## src/rtl/kfs_pkg.sv

```systemverilog
package kfs_pkg;

  // field widths
  localparam int REQ_W   = 3;
  localparam int BONE_W  = 5;
  localparam int MOT_W   = 8;
  localparam int TIDX_W  = 12;
  localparam int WORD_W  = 16;
  localparam int SLOT_W  = 4;
  localparam int FRAME_W = 12;
  localparam int PVAL_W  = 8;

  // configuration register widths and port
  localparam int CFG_FRAMES_W = 13;
  localparam int CFG_BONES_W  = 6;
  localparam int CFG_IDX_W    = 2;
  localparam int CFG_DATA_W   = 13;

  localparam logic [CFG_IDX_W-1:0] CFG_NUM_FRAMES = 2'd0;
  localparam logic [CFG_IDX_W-1:0] CFG_NUM_BONES  = 2'd1;

  localparam logic [CFG_FRAMES_W-1:0] CFG_FRAMES_RST = 13'd4096;
  localparam logic [CFG_BONES_W-1:0]  CFG_BONES_RST  = 6'd32;

  // default sizes
  localparam int MAX_BONES_DEF  = 32;
  localparam int MAX_FRAMES_DEF = 4096;
  localparam int MOTIONS_DEF    = 256;
  localparam int PARAM_SLOTS    = 16;

  // request codes
  localparam logic [REQ_W-1:0] REQ_TICK       = 3'd0;
  localparam logic [REQ_W-1:0] REQ_SET_MOTION = 3'd1;
  localparam logic [REQ_W-1:0] REQ_LOAD_FLAG  = 3'd2;
  localparam logic [REQ_W-1:0] REQ_LOAD_START = 3'd3;
  localparam logic [REQ_W-1:0] REQ_READ_PARAM = 3'd4;

  // flag word encoding
  localparam int FLAG_ADV_BIT  = 14;
  localparam int FLAG_JUMP_BIT = 15;
  localparam logic [WORD_W-1:0] FLAG_ALL_ONES = 16'hFFFF;
  localparam logic [WORD_W-1:0] START_ABSENT  = 16'hFFFF;

  typedef struct packed {
    logic load_req;
    logic wr_flag;
    logic wr_mst;
    logic idx_clr;
    logic idx_inc;
    logic use_idx;
    logic bone_rd;
    logic rd_next;
    logic cap;
    logic flag_rd_old;
    logic apply_step;
    logic mst_rd;
    logic mot_from_flag;
    logic apply_start;
    logic param_chk;
    logic out_bone;
    logic out_param;
    logic out_last;
    logic chg_clr;
  } cmd_t;

  typedef struct packed {
    logic flag_adv;
    logic flag_jump;
    logic jump_ok;
    logic req_ok;
    logic start_absent;
    logic idx_last;
    logic out_free;
  } status_t;

endpackage

```

## src/rtl/kfs_ctrl.sv

```systemverilog
module kfs_ctrl (
  input  logic                         clk,
  input  logic                         rst_n,
  input  logic                         in_valid,
  output logic                         in_ready,
  input  logic [kfs_pkg::REQ_W-1:0]    in_req_type,
  input  kfs_pkg::status_t             st,
  output kfs_pkg::cmd_t                cmd
);

  import kfs_pkg::*;

  localparam logic [3:0] S_IDLE   = 4'd0;
  localparam logic [3:0] S_T_RD   = 4'd1;
  localparam logic [3:0] S_T_BONE = 4'd2;
  localparam logic [3:0] S_T_FLAG = 4'd3;
  localparam logic [3:0] S_T_MST  = 4'd4;
  localparam logic [3:0] S_T_PAR  = 4'd5;
  localparam logic [3:0] S_R_RD   = 4'd6;
  localparam logic [3:0] S_R_OUT  = 4'd7;
  localparam logic [3:0] S_M_CHK  = 4'd8;
  localparam logic [3:0] S_M_MST  = 4'd9;
  localparam logic [3:0] S_M_PAR  = 4'd10;
  localparam logic [3:0] S_M_RD   = 4'd11;
  localparam logic [3:0] S_M_OUT  = 4'd12;
  localparam logic [3:0] S_P_OUT  = 4'd13;

  logic [3:0] state_r;
  logic [3:0] state_nxt;
  logic       accept;

  assign in_ready = (state_r == S_IDLE);
  assign accept   = in_valid && in_ready;

  always_comb begin
    cmd         = '0;
    cmd.use_idx = 1'b1;
    state_nxt   = state_r;
    unique case (state_r)
      S_IDLE: begin
        if (accept) begin
          cmd.load_req = 1'b1;
          unique case (in_req_type)
            REQ_TICK: begin
              cmd.idx_clr = 1'b1;
              state_nxt   = S_T_RD;
            end
            REQ_SET_MOTION: state_nxt = S_M_CHK;
            REQ_LOAD_FLAG:  cmd.wr_flag = 1'b1;
            REQ_LOAD_START: cmd.wr_mst = 1'b1;
            REQ_READ_PARAM: state_nxt = S_P_OUT;
            default:        state_nxt = S_IDLE;
          endcase
        end
      end
      S_T_RD: begin
        cmd.bone_rd = 1'b1;
        state_nxt   = S_T_BONE;
      end
      S_T_BONE: begin
        cmd.cap         = 1'b1;
        cmd.flag_rd_old = 1'b1;
        state_nxt       = S_T_FLAG;
      end
      S_T_FLAG: begin
        if (st.flag_adv || !st.flag_jump) begin
          cmd.apply_step = 1'b1;
          state_nxt      = S_T_PAR;
        end else if (st.jump_ok) begin
          cmd.mst_rd        = 1'b1;
          cmd.mot_from_flag = 1'b1;
          state_nxt         = S_T_MST;
        end else if (st.idx_last) begin
          // motion out of range, bone stays
          cmd.idx_clr = 1'b1;
          state_nxt   = S_R_RD;
        end else begin
          cmd.idx_inc = 1'b1;
          cmd.bone_rd = 1'b1;
          cmd.rd_next = 1'b1;
          state_nxt   = S_T_BONE;
        end
      end
      S_T_MST: begin
        if (!st.start_absent) begin
          cmd.apply_start = 1'b1;
          state_nxt       = S_T_PAR;
        end else if (st.idx_last) begin
          cmd.idx_clr = 1'b1;
          state_nxt   = S_R_RD;
        end else begin
          cmd.idx_inc = 1'b1;
          cmd.bone_rd = 1'b1;
          cmd.rd_next = 1'b1;
          state_nxt   = S_T_BONE;
        end
      end
      S_T_PAR: begin
        cmd.param_chk = 1'b1;
        if (st.idx_last) begin
          cmd.idx_clr = 1'b1;
          state_nxt   = S_R_RD;
        end else begin
          cmd.idx_inc = 1'b1;
          cmd.bone_rd = 1'b1;
          cmd.rd_next = 1'b1;
          state_nxt   = S_T_BONE;
        end
      end
      S_R_RD: begin
        cmd.bone_rd = 1'b1;
        state_nxt   = S_R_OUT;
      end
      S_R_OUT: begin
        if (st.out_free) begin
          cmd.out_bone = 1'b1;
          cmd.out_last = st.idx_last;
          if (st.idx_last) begin
            cmd.chg_clr = 1'b1;
            state_nxt   = S_IDLE;
          end else begin
            cmd.idx_inc = 1'b1;
            cmd.bone_rd = 1'b1;
            cmd.rd_next = 1'b1;
          end
        end
      end
      S_M_CHK: begin
        cmd.use_idx = 1'b0;
        if (st.req_ok) begin
          cmd.mst_rd = 1'b1;
          state_nxt  = S_M_MST;
        end else begin
          state_nxt = S_M_RD;
        end
      end
      S_M_MST: begin
        cmd.use_idx = 1'b0;
        if (!st.start_absent) begin
          cmd.apply_start = 1'b1;
          state_nxt       = S_M_PAR;
        end else begin
          state_nxt = S_M_RD;
        end
      end
      S_M_PAR: begin
        cmd.use_idx   = 1'b0;
        cmd.param_chk = 1'b1;
        state_nxt     = S_M_RD;
      end
      S_M_RD: begin
        cmd.use_idx = 1'b0;
        cmd.bone_rd = 1'b1;
        state_nxt   = S_M_OUT;
      end
      S_M_OUT: begin
        cmd.use_idx = 1'b0;
        if (st.out_free) begin
          cmd.out_bone = 1'b1;
          cmd.out_last = 1'b1;
          state_nxt    = S_IDLE;
        end
      end
      S_P_OUT: begin
        if (st.out_free) begin
          cmd.out_param = 1'b1;
          cmd.out_last  = 1'b1;
          state_nxt     = S_IDLE;
        end
      end
      default: state_nxt = S_IDLE;
    endcase
  end

  always_ff @(posedge clk) begin
    if (!rst_n) begin
      state_r <= S_IDLE;
    end else begin
      state_r <= state_nxt;
    end
  end

endmodule

```

## config.mk

```make
export PLATFORM = sky130hd
export DESIGN_NAME = kfs_ctrl
export DESIGN_NICKNAME = d
export VERILOG_FILES = /design/src/rtl/kfs_pkg.sv /design/src/rtl/kfs_ctrl.sv
export SDC_FILE = /design/constraint.sdc
export NUM_CORES = 1
export LEC_CHECK = 0
export BUFFER_PORTS_ARGS = -buffer_cell sky130_fd_sc_hd__buf_2
export CAP_MARGIN = 15
export CORE_MARGIN = 2
export CORE_UTILIZATION = 46
export CTS_CLUSTER_SIZE = 14
export DETAILED_ROUTE_END_ITERATION = 7
export PLACE_DENSITY = 0.91
export SYNTH_ARGS = -nofsm -noshare
export SYNTH_HDL_FRONTEND = slang
export SYNTH_SLANG_ARGS = --single-unit
```

## constraint.sdc

```tcl
create_clock -name clk -period 2 [get_ports clk]
set_clock_uncertainty 0.2 [all_clocks]
set_input_delay 0.1 -clock clk [delete_from_list [all_inputs] [get_ports clk]]
set_output_delay 0.1 -clock clk [all_outputs]
set_load 0.1 [all_outputs]
```

==> metrics.csv, run 1 <==
metric,value,unit
yosys warns,0,
Synth Register Bits,4,
Initial Util,48.8,%
status,did not finish,
Num CTS Buffers,3,
clock buffer depth,2,
postcts setup bufs,6,
DPL Wire Length,2180,µm
top cell type by total area after synthesis,dfxtp_1,
Synth Cell Area,727,µm²
top post-synthesis cells by area,"dfxtp_1, nand2_1, a21oi_1",
async set-reset flop share out of synthesis,0,%
Ports,33,
Stop Error,[ERROR DPL-0033] detailed placement checks failed during check placement.,
placed cell areas,1360,µm²
number of flops mapped to enable cells by yosys,0,
Halt Stage,clock tree synthesis (4_1_cts),
Final GP Congestion,0.936,
PortBufs,32,
Mapped Avg Cell Area,6.55,µm²
Hold Buf Count CTS,1,
die height,43.8,µm
Syn Inst Count,111,
post-CTS sizing,13,
synth unique cells,43,
Die Span X,43.8,µm
Syn Nets,124,
CTS sink cnt,4,
top cell type's share of synthesized area,11.0,%
H-tree Lvls,1,
dominant synthesized flop cell,dfxtp_1,
root buf cell,clkbuf_4,
sequential element share of the synthesized area,11.0,%
Rows,14,
## Yosys cell counts (all sizes together) (2+ instances only)
cell type   n
nand3       2
inv         6
nand2      14
nor2b       5
o21ai       4
nand2b      6
buf        10
a221oi      2
and3        2
dfxtp       4
nor2       10
o21bai      2
nor3        8
a211oi      2
a21oi      10
a32oi       2
## cells by family after synthesis
kind of cell / synth area share, %
compound gates: 29.8
flops: 11.0
xor+xnor: 1.21
mux: 2.93
buf+inv: 12.6
simple gates: 42.5
## per-stage QoR
step	worst slack (ns)	util, %	TNS [ns]	hold WS, ns	cells
after floorplan	-1.10	-	-6.04	0.0145	111
after global placement	0.185	91.6	0	0.162	156
after detailed placement	0.129	91.6	0	0.177	156
==> run 2, diff against run 1 <==
--- a/config.mk
+++ b/config.mk
@@ -7,11 +7,10 @@
 export LEC_CHECK = 0
 export BUFFER_PORTS_ARGS = -buffer_cell sky130_fd_sc_hd__buf_2
 export CAP_MARGIN = 15
-export CORE_MARGIN = 2
-export CORE_UTILIZATION = 46
-export CTS_CLUSTER_SIZE = 14
+export CORE_AREA = 2 2 63 65
 export DETAILED_ROUTE_END_ITERATION = 7
-export PLACE_DENSITY = 0.91
+export DIE_AREA = 0 0 65 67
+export PLACE_DENSITY_LB_ADDON = 0.15
 export SYNTH_ARGS = -nofsm -noshare
 export SYNTH_HDL_FRONTEND = slang
 export SYNTH_SLANG_ARGS = --single-unit
==> metrics.csv, run 2 <==
metric,value,unit
Critical Path AT,1.66,ns
H-tree Lvls,1,
fmax,0.511,GHz
initial antenna violation count,0,
P&R area growth vs syn,113,%
first-pass GRT wire length,4440,µm
reg-to-reg startpoint,state_r[2],
Hold WC Path Type,in -> reg,
CTS tree,built,
top cell type by total area after synthesis,dfxtp_1,
Num CTS Buffers,3,
switching fraction of total power,55.9,%
hold-critical path endpoint,state_r[3],
Finished Layout Cells,200,
RR Endpoint,state_r[0],
root buf cell,clkbuf_8,
vias in the first global route,943,
sequential element share of the synthesized area,11.0,%
Logic pwr share,81.6,%
hold depth,4,
Int Pwr,0.830,mW
Largest register FFs,4,
DR vias,975,
WL/cell,13.0,µm
"most common cell after layout, fill and taps aside",buf_12,
DRT Pass-1 Iters,4,
Worst Hold Launch,in_req_type[1],
Worst Path Required,1.70,ns
worst-margin pin slew,0.390,ns
CP Capture Type,output pin,
PwrDens,1220,nW/µm²
clock-pin slew on the worst setup and hold paths,0.03,ns
top-count cell post-synth,nand2_1,
Mapped Avg Cell Area,6.55,µm²
DPL Wire Length,2150,µm
Nets,167,
Core Area,3610,µm²
Rows,22,
dominant synthesized flop cell,dfxtp_1,
ant diodes,0,
largest registers,state_r (4),
Syn Inst Count,111,
Synth Register Bits,4,
"Power, Total",1.88,mW
Layout Utilization,42.9,%
initial drt markers,52,
Reg2Reg Setup Slack,0.26,ns
kind of critical path,reg -> out,
worst skew pair latency,0.22,ns
Clock Power Share,9.1,%
RSZ-0062 raised after global routing,true,
number of flops mapped to enable cells by yosys,0,
die height,67,µm
clock buffer depth,2,
R2R depth,6,
share of cells above drive strength 1,53.9,%
global-route usage over all layers,13.1,%
dpl cells,192,
async set-reset flop share out of synthesis,0,%
Final period util,97.8,%
Final GP Congestion,0.819,
Routed Antenna Nets,0,
Worst setup SP type,register,
NetSw,1.05,mW
Ports,33,
Largest Register,state_r,
synth unique cells,43,
Fin. Hold Viols,0,
largest net degree at the start of global routing,15,
sequential share of power,9.3,%
WL final,2610,µm
final setup vio count,0,
Slew HR,74.0,%
GRT overflow,0,
Die Span X,65,µm
CTS sink cnt,4,
total die area,4360,µm²
worst vdd ir,0.00128,V
most frequent cells in the layout,"buf_12, buf_4, buf_2, nand2_1, a21oi_1",
most instantiated cells after synthesis,"nand2_1, a21oi_1, nor2_1",
status,completed,
via/cell ratio,4.88,
Syn Nets,124,
top cell type's share of synthesized area,11.0,%
Final Slew Violations,0,
yosys warns,0,
top post-synthesis cells by area,"dfxtp_1, nand2_1, a21oi_1",
max-cap viol count,0,
Initial Util,20.2,%
# DRC,0,
Leak Pwr,0.618,nW
Synth Cell Area,727,µm²
post-route minimum period,1.96,ns
setup_tns,0,ns
PortBufs,32,
Crit Path Max Fanout,8,
run 2: cell counts after synthesis:
No cell type changed its count.
run 2: kinds of logic (layout without fill, tap and decap cells):
family,after synthesis,count (layout),share of synthesized area (%)
AO/OA/AOI/OAI,32,32,29.8
buffers and inverters,16,57,12.6
multiplexers,2,2,2.93
AND/OR/NAND/NOR,56,56,42.5
XOR/XNOR,1,1,1.21
flip-flops,4,4,11.0
run 2: how the worst max path moves through the flow:
stage / start / endpoint / cells after the start
2_1_floorplan: state_r[2] / cmd[16] / 4
3_3_place_gp: state_r[2] / cmd[17] / 5
3_5_place_dp: state_r[1] / cmd[12] / 5
4_1_cts: state_r[1] / cmd[12] / 5
5_1_grt: state_r[2] / cmd[17] / 5
6_report: state_r[1] / cmd[12] / 5
run 2: power groups by stage:
stage                     Sequential [mW]  Clock [mW]  Combinational, mW
after detailed placement            0.171           0               1.46
after global placement              0.170           0               1.46
after floorplan                     0.124           0               1.12
after global routing                0.181       0.183               1.62
final                               0.176       0.170               1.54
after CTS                           0.163       0.174               1.53
run 2: area by class of cell:
cell class | count | area [µm²]
tap | 48 | 60.1
inverter | 6 | 26.3
timing repair buffer | 48 | 591
multi-input combinational | 91 | 737
fill | 353 | 2060
sequential | 4 | 92.6
clock buffer | 3 | 41.3
run 2: routing by layer:
layer  track usage [%]  up-vias  wire, µm
li1                  -      482         -
met1              16.2      453      1140
met2              23.2       40      1270
met3              4.05        0       190
met4             0.798        0         0
met5                 0        -         0
run 2: what timing repair did:
action	4_1_cts	5_1_grt
setup buffers	2	2
endpoints found under the setup margin	7	8
hold endpoints to repair	3	0
pin swaps	3	3
resized for setup	3	7
hold buffers	1	0
run 2: worst max-delay path, cell delays in order (launching register included):
cell      delay (ns)
dfxtp_4         0.37
mux2_2          0.22
nand2_1         0.10
or3_1           0.37
o211ai_1        0.16
buf_12          0.21
run 2: stage by stage:
stage	hold WS [ns]	setup slack [ns]	instance area, µm²
3_3_place_gp	0.167	0.182	1430
2_1_floorplan	0.0145	-1.10	958
6_report	0.0808	0.0444	1550
4_1_cts	0.0928	0.0155	1510
5_1_grt	0.154	-0.00503	1550
3_5_place_dp	0.167	0.152	1430
No activity file was read; power rests on OpenSTA's default activity.
